### src/rtl/rsw_pkg.sv
// shared types and constants for the reading stability window
`default_nettype none

package rsw_pkg;

	localparam int READING_W = 16;
	localparam int DATA_W    = 14;
	localparam int ERR_W     = 8;
	localparam int CFG_W     = 14;
	localparam int CFG_IDX_W = 2;

	localparam logic [DATA_W-1:0] PH_LOW_RST    = 14'd0;
	localparam logic [DATA_W-1:0] PH_HIGH_RST   = 14'd14000;
	localparam logic [DATA_W-1:0] THRESHOLD_RST = 14'd50;
	localparam logic [ERR_W-1:0]  ERR_LIMIT_RST = 8'd5;
	localparam logic [ERR_W-1:0]  ERR_MAX       = 8'd255;

	typedef enum logic [CFG_IDX_W-1:0] {
		REG_PH_LOW_LIMIT     = 2'd0,
		REG_PH_HIGH_LIMIT    = 2'd1,
		REG_STABLE_THRESHOLD = 2'd2,
		REG_ERROR_LIMIT      = 2'd3
	} cfg_reg_t;

	typedef struct packed {
		logic signed [READING_W-1:0] reading;
		logic                        read_ok;
	} item_t;

	typedef struct packed {
		logic             accepted;
		logic             stable;
		logic             fault;
		logic [ERR_W-1:0] error_run;
	} result_t;

endpackage

`default_nettype wire

### src/rtl/rsw_window.sv
// circular reading window with running sum and sum of squares
`default_nettype none

module rsw_window import rsw_pkg::*; #(
	parameter int WINDOW_DEPTH = 16,
	localparam int AW  = $clog2(WINDOW_DEPTH),
	localparam int CW  = $clog2(WINDOW_DEPTH + 1),
	localparam int S1W = DATA_W + CW,
	localparam int S2W = 2 * DATA_W + CW
) (
	input  wire logic              clk,
	input  wire logic              arst_n,
	input  wire logic              wr_en,
	input  wire logic [DATA_W-1:0] wr_data,
	output logic      [S1W-1:0]    sum1,
	output logic      [S2W-1:0]    sum2,
	output logic                   full
);

	logic [DATA_W-1:0]   mem [WINDOW_DEPTH];
	logic [DATA_W-1:0]   rd_q;
	logic [AW-1:0]       wp_q;
	logic [AW-1:0]       wp_next;
	logic [CW-1:0]       fill_q;
	logic [S1W-1:0]      sum1_q;
	logic [S2W-1:0]      sum2_q;
	logic [DATA_W-1:0]   old_val;
	logic [2*DATA_W-1:0] new_sq;
	logic [2*DATA_W-1:0] old_sq;

	assign full = (fill_q == CW'(WINDOW_DEPTH));

	// entries not yet written count as zero, so only a full window drops a value
	assign old_val = full ? rd_q : '0;
	assign new_sq  = wr_data * wr_data;
	assign old_sq  = old_val * old_val;

	always_comb begin
		wp_next = wp_q;
		if (wr_en) begin
			if (wp_q == AW'(WINDOW_DEPTH - 1)) begin
				wp_next = '0;
			end else begin
				wp_next = wp_q + 1'b1;
			end
		end
	end

	// read runs one slot ahead so the value being replaced is always registered
	always_ff @(posedge clk) begin
		if (wr_en) begin
			mem[wp_q] <= wr_data;
		end
		rd_q <= mem[wp_next];
	end

	always_ff @(posedge clk or negedge arst_n) begin
		if (!arst_n) begin
			wp_q   <= '0;
			fill_q <= '0;
			sum1_q <= '0;
			sum2_q <= '0;
		end else if (wr_en) begin
			wp_q   <= wp_next;
			sum1_q <= sum1_q + S1W'(wr_data) - S1W'(old_val);
			sum2_q <= sum2_q + S2W'(new_sq) - S2W'(old_sq);
			if (!full) begin
				fill_q <= fill_q + 1'b1;
			end
		end
	end

	assign sum1 = sum1_q;
	assign sum2 = sum2_q;

endmodule

`default_nettype wire

### src/rtl/reading_stability_window.sv
// top level: reading validation, error run tracking and window stability test
//
//  channel  | direction | handshake                 | payload
//  ---------+-----------+---------------------------+--------------------------
//  item     | in        | item_valid/item_stall     | item_t: reading, read_ok
//  result   | out       | result_valid/result_stall | result_t: flags, error_run
//  cfg      | in        | cfg_valid/cfg_ready       | cfg_index, cfg_data
//
// one item per cycle sustained while result_stall is low; a result leaves the output register
// after its item transaction passes input reg, window update, products and compare in that order
// the window memory has one read port that prefetches the slot to be replaced
// reset clears control, sums and counts; window contents are masked by the fill count
// item_stall rises only when every stage holds an item and the result is stalled

`default_nettype none

module reading_stability_window import rsw_pkg::*; #(
	parameter int WINDOW_DEPTH = 16
) (
	input  wire logic                 clk,
	input  wire logic                 arst_n,
	input  wire logic                 item_valid,
	output logic                      item_stall,
	input  wire item_t                item,
	output logic                      result_valid,
	input  wire logic                 result_stall,
	output result_t                   result,
	input  wire logic                 cfg_valid,
	output logic                      cfg_ready,
	input  wire logic [CFG_IDX_W-1:0] cfg_index,
	input  wire logic [CFG_W-1:0]     cfg_data
);

	localparam int CW   = $clog2(WINDOW_DEPTH + 1);
	localparam int S1W  = DATA_W + CW;
	localparam int S2W  = 2 * DATA_W + CW;
	localparam int CMPW = 2 * (DATA_W + CW);
	localparam int NN   = WINDOW_DEPTH * WINDOW_DEPTH;

	// configuration
	logic [DATA_W-1:0]   ph_low_q;
	logic [DATA_W-1:0]   ph_high_q;
	logic [DATA_W-1:0]   threshold_q;
	logic [ERR_W-1:0]    err_limit_q;
	logic [2*DATA_W-1:0] tsq_q;
	logic [CMPW-1:0]     thr_q;

	// pipeline
	logic             s1_valid_q;
	item_t            item_s1;
	logic             s2_valid_q;
	logic             acc_s2;
	logic             fault_s2;
	logic [ERR_W-1:0] err_s2;
	logic             s3_valid_q;
	logic             acc_s3;
	logic             fault_s3;
	logic             full_s3;
	logic [ERR_W-1:0] err_s3;
	logic [CMPW-1:0]  ns2_s3;
	logic [CMPW-1:0]  s1sq_s3;
	logic             result_valid_q;
	result_t          result_q;

	logic [ERR_W-1:0] err_q;
	logic [ERR_W-1:0] err_next;
	logic             acc_s1;
	logic             out_free;
	logic             s3_free;
	logic             s2_free;
	logic             s1_free;
	logic             s1_move;
	logic             commit;

	logic [S1W-1:0]   win_sum1;
	logic [S2W-1:0]   win_sum2;
	logic             win_full;
	logic [CMPW-1:0]  ns2;
	logic [CMPW-1:0]  s1sq;
	logic             stable_now;

	assign cfg_ready = 1'b1;

	always_ff @(posedge clk or negedge arst_n) begin
		if (!arst_n) begin
			ph_low_q    <= PH_LOW_RST;
			ph_high_q   <= PH_HIGH_RST;
			threshold_q <= THRESHOLD_RST;
			err_limit_q <= ERR_LIMIT_RST;
		end else if (cfg_valid && cfg_ready) begin
			case (cfg_reg_t'(cfg_index))
				REG_PH_LOW_LIMIT:     ph_low_q    <= cfg_data[DATA_W-1:0];
				REG_PH_HIGH_LIMIT:    ph_high_q   <= cfg_data[DATA_W-1:0];
				REG_STABLE_THRESHOLD: threshold_q <= cfg_data[DATA_W-1:0];
				REG_ERROR_LIMIT:      err_limit_q <= cfg_data[ERR_W-1:0];
				default: begin
				end
			endcase
		end
	end

	// N^2 * T^2 is rebuilt after a threshold write, T^2 into tsq_q and then times N^2 into thr_q
	always_ff @(posedge clk or negedge arst_n) begin
		if (!arst_n) begin
			tsq_q <= '0;
			thr_q <= '0;
		end else begin
			tsq_q <= threshold_q * threshold_q;
			thr_q <= tsq_q * (2*CW)'(NN);
		end
	end

	// stage flow
	assign out_free   = !result_valid_q || !result_stall;
	assign s3_free    = !s3_valid_q || out_free;
	assign s2_free    = !s2_valid_q || s3_free;
	assign s1_free    = !s1_valid_q || s2_free;
	assign item_stall = !s1_free;
	assign s1_move    = s1_valid_q && s2_free;

	// negative readings fail on the sign bit
	assign acc_s1 = item_s1.read_ok && !item_s1.reading[READING_W-1]
		&& (item_s1.reading[READING_W-2:0] >= {1'b0, ph_low_q})
		&& (item_s1.reading[READING_W-2:0] <= {1'b0, ph_high_q});
	assign commit = s1_move && acc_s1;

	always_comb begin
		if (acc_s1) begin
			err_next = '0;
		end else if (err_q == ERR_MAX) begin
			err_next = err_q;
		end else begin
			err_next = err_q + 1'b1;
		end
	end

	rsw_window #(
		.WINDOW_DEPTH(WINDOW_DEPTH)
	) u_window (
		.clk    (clk),
		.arst_n (arst_n),
		.wr_en  (commit),
		.wr_data(item_s1.reading[DATA_W-1:0]),
		.sum1   (win_sum1),
		.sum2   (win_sum2),
		.full   (win_full)
	);

	assign ns2  = win_sum2 * CW'(WINDOW_DEPTH);
	assign s1sq = win_sum1 * win_sum1;

	// N*S2 - S1^2 is never negative
	assign stable_now = full_s3 && ((ns2_s3 - s1sq_s3) < thr_q);

	always_ff @(posedge clk or negedge arst_n) begin
		if (!arst_n) begin
			s1_valid_q     <= 1'b0;
			s2_valid_q     <= 1'b0;
			s3_valid_q     <= 1'b0;
			result_valid_q <= 1'b0;
			err_q          <= '0;
		end else begin
			if (s1_free) begin
				s1_valid_q <= item_valid;
			end
			if (s2_free) begin
				s2_valid_q <= s1_valid_q;
			end
			if (s3_free) begin
				s3_valid_q <= s2_valid_q;
			end
			if (out_free) begin
				result_valid_q <= s3_valid_q;
			end
			if (s1_move) begin
				err_q <= err_next;
			end
		end
	end

	always_ff @(posedge clk) begin
		if (item_valid && s1_free) begin
			item_s1 <= item;
		end
		if (s1_move) begin
			acc_s2   <= acc_s1;
			err_s2   <= err_next;
			fault_s2 <= (err_next > err_limit_q);
		end
		if (s2_valid_q && s3_free) begin
			acc_s3   <= acc_s2;
			err_s3   <= err_s2;
			fault_s3 <= fault_s2;
			full_s3  <= win_full;
			ns2_s3   <= ns2;
			s1sq_s3  <= s1sq;
		end
		if (s3_valid_q && out_free) begin
			result_q.accepted  <= acc_s3;
			result_q.stable    <= stable_now;
			result_q.fault     <= fault_s3;
			result_q.error_run <= err_s3;
		end
	end

	assign result_valid = result_valid_q;
	assign result       = result_q;

	a_accept_clears_run: assert property (@(posedge clk) disable iff (!arst_n)
		(result_valid && result.accepted) |-> (result.error_run == '0))
		else $error("accepted result with nonzero error run");

	a_fault_needs_run: assert property (@(posedge clk) disable iff (!arst_n)
		(result_valid && result.fault) |-> (result.error_run != '0))
		else $error("fault raised with empty error run");

	a_stable_needs_full: assert property (@(posedge clk) disable iff (!arst_n)
		!win_full |-> !(result_valid && result.stable))
		else $error("stable reported before window filled");

	a_empty_input_stage_takes: assert property (@(posedge clk) disable iff (!arst_n)
		!s1_valid_q |-> !item_stall)
		else $error("input stalled with empty input register");

endmodule

`default_nettype wire

### config.mk
export PLATFORM = sky130hd
export DESIGN_NAME = reading_stability_window
export DESIGN_NICKNAME = d
export VERILOG_FILES = /design/src/rtl/rsw_pkg.sv /design/src/rtl/rsw_window.sv /design/src/rtl/reading_stability_window.sv
export SDC_FILE = /design/constraint.sdc
export NUM_CORES = 2
export LEC_CHECK = 0
export BUFFER_PORTS_ARGS = -buffer_cell sky130_fd_sc_hd__buf_2
export CORE_MARGIN = 8
export CORE_UTILIZATION = 57
export DETAILED_ROUTE_END_ITERATION = 12
export PLACE_DENSITY = 0.79
export SLEW_MARGIN = 10
export SYNTH_ARGS = -nofsm -noshare
export SYNTH_HDL_FRONTEND = slang
export SYNTH_SLANG_ARGS = --single-unit
export TNS_END_PERCENT = 30
### constraint.sdc
create_clock -name clk -period 10.2 [get_ports clk]
set_clock_uncertainty 0.05 [all_clocks]
set_input_delay 2.04 -clock clk [delete_from_list [all_inputs] [get_ports clk]]
set_output_delay 2.04 -clock clk [all_outputs]
set_load 0.02 [all_outputs]
==> metrics.txt <==
status=completed; Synth Net Count=a little over 6k; core area=slightly below 90,000 µm²; biggest area consumer among synthesized cells=fa_1; vias in the first global route=approximately 36k; WL/cell=around 19 µm; gpl congestion=0.930; Final Worst Setup Slack=1210 ps; Synth Instances=approximately 4.9k; drt total wl=~110 mm; crit end category=register; Clock Latency Late Sink=between 600 and 700 ps; Largest stage delay, worst path=approximately 660 ps; Tmin final=approximately 9000 ps; fmax=approximately 110 MHz; commonest cells in the netlist=inv_1, fa_1, ha_1, nand2_1, edfxtp_1; max-slew violation count=0; register area=between 15,000 and 20,000 µm²; cell mode on critical path=fa_1; final std cells w/o fill=6,110; CTS Hold Bufs=0; utilization after layout=0.612; syn_area_per_cell=around 11 µm²; top post-synthesis cells by area=fa_1, edfxtp_1, ha_1; Unique masters post-synth=84; Max-Cap Viols=0; synth warn=0; first-pass GRT wire length=approximately 190 mm; Primary FF master, synth=edfxtp_1; slowest cell on the critical path=and2_1; post-synth top area share=0.276; Setup Buffers After CTS=0; clock sink count=around 530; H-Tree Level Count=2; worst-margin pin slew=approximately 1300 ps; critical path type=reg2reg; maximum root-to-sink buffer count=3; R2R Path End=u_window.sum2[31]$_DFFE_PN0P_; asr flop ratio synth=0.331; clk slew on worst S/H paths=70 ps; vias per cell=5.52; FF+latch count, synth=between 500 and 600; Tcrit/Tclk final=0.881; Crit Path Max Fanout=12; Min-Delay Path Class=reg2reg; IO Pins=52; area of the multi-input gates=between 30,000 and 40,000 µm²; Starting Density=0.572; r2r setup slk=around 1200 ps; EDFF count, synth=about 340; worst r2r src=u_window.fill_q[0]$_DFFE_PN0P_; Post-route DRC=0; initial antenna violation count=2; fraction of layout cells with a size suffix above 1=0.0669; hold-critical path endpoint=thr_q[32]$_DFF_PN0_; placed cell count=around 6.0k; R2R cell count=28; CP required=~11,000 ps; startpoint types=register; worst hold path cell count=0; Routed Antenna Nets=0; Post-Syn Area=between 50,000 and 60,000 µm²; Via Count=roughly 34k; fillers=approximately 7.0k; overflow left after global routing=0; top-count cell post-synth=inv_1; pre-CTS setup slack=roughly 1300 ps; hold path start=tsq_q[24]$_DFF_PN0_; Area Growth Syn to Fin=6.97%; CTS root buf=clkbuf_16; initial DRC count=2,391; DP HPWL=86.3 mm; TritonCTS clock tree=yes; Die X=between 300 and 400 µm; antenna cell count=0; pin count of the biggest net entering global routing=about 100; setup violators final=0; Die ar.=99,600 µm²; Inserted Clock Buffers=57; unrepaired setup endpoints after global routing=no; Die Span Y=roughly 320 µm; Cell Rows=110; crit path DAT=between 9000 and 10,000 ps; total track usage=0.234; nets=between 6k and 7k; post-cts gate resize count=0; sequential element share of the synthesized area=0.294; First-pass DRT Iterations=6; I/O Buffers=50; Final Hold Viols=0; Setup TNS=0 ps; Rel. slew slack=0.153
-- state kept, by name, indices dropped and copies added, names as in the netlist, 17 cells and up --
register	cells
u_window.sum2	33
ns2_s3	33
thr_q	27
s1sq_s3	37
tsq_q	27
u_window.mem	224
item_s1	17
u_window.sum1	19
-- cell usage in the layout, fill, tap and decap left out, types with 49 or more instances in the layout --
cell type,instances
xnor2_1,92
buf_4,57
clkbuf_16,60
nor2_1,157
fa_1,705
and2_1,145
dfrtp_1,165
ha_1,480
mux2i_1,58
buf_2,49
a21o_1,63
and3_1,65
edfxtp_1,343
nand3_1,80
o21ai_0,115
inv_1,1127
a21oi_1,121
mux2_2,70
nand2_1,466
xor2_1,56
-- area by class of cell --
class,count,area share
well taps,1176,0.0269
inverters,1133,0.0777
clock buffers,80,0.0297
multi-input cells,3052,0.573
repair buffers,107,0.0126
flip-flops and latches,534,0.275
clock inverters,28,0.00512
-- how the worst max path moves through the flow --
stage                                    endpoint  slack (ps)                      startpoint  cells past startpoint
floorplan           u_window.sum2[31]$_DFFE_PN0P_        1860  u_window.fill_q[0]$_DFFE_PN0P_                     29
global placement    u_window.sum2[31]$_DFFE_PN0P_        1480  u_window.fill_q[0]$_DFFE_PN0P_                     29
detailed placement  u_window.sum2[32]$_DFFE_PN0P_        1310  u_window.fill_q[0]$_DFFE_PN0P_                     28
CTS                 u_window.sum2[32]$_DFFE_PN0P_        1310  u_window.fill_q[0]$_DFFE_PN0P_                     28
global route        u_window.sum2[32]$_DFFE_PN0P_         780  u_window.fill_q[0]$_DFFE_PN0P_                     27
finish              u_window.sum2[31]$_DFFE_PN0P_        1210  u_window.fill_q[0]$_DFFE_PN0P_                     28
-- metrics by stage --
step | cell area [µm²] | hold slack [ps]
2_1_floorplan | 51200 | 281
3_3_place_gp | 52800 | 282
3_5_place_dp | 52800 | 285
4_1_cts | 54700 | 287
5_1_grt | 54700 | 297
6_report | 54700 | 284
-- worst max-delay path: cells and delay by family (launching register included) --
family	cells	cell delay, ps
adder cells (fa/ha/maj)	10	4470
AND/OR/NAND/NOR	4	1880
AO/OA/AOI/OAI	6	1280
buffers and inverters	7	600
flip-flops	1	390
XOR/XNOR	1	170
-- cells by family (layout without fill, tap and decap cells) --
| family | count (synthesis) | in the layout | synth area share |
|---|---|---|---|
| other | 1 | 1 | 0.0000733 |
| muxes | 133 | 133 | 0.0281 |
| adders and majority gates | 1185 | 1185 | 0.393 |
| buffers and inverters | 1268 | 1348 | 0.0948 |
| AOI/OAI and AO/OA | 485 | 485 | 0.0621 |
| DFF | 534 | 534 | 0.294 |
| xor gates and xnor gates | 148 | 148 | 0.0253 |
| and+or+nand+nor | 1100 | 1100 | 0.103 |
-- routing by layer --
metal  vias up  share of wire  global-route usage
met5         -       0.000079                   0
met4         2          0.026              0.0611
met3       222          0.072              0.0351
met2      1199           0.49               0.399
met1     16800           0.41               0.314
li1      15500              -                   -
Power is not shown: default switching activity piles up to over one toggle a cycle in this logic, so the estimate is an artifact.
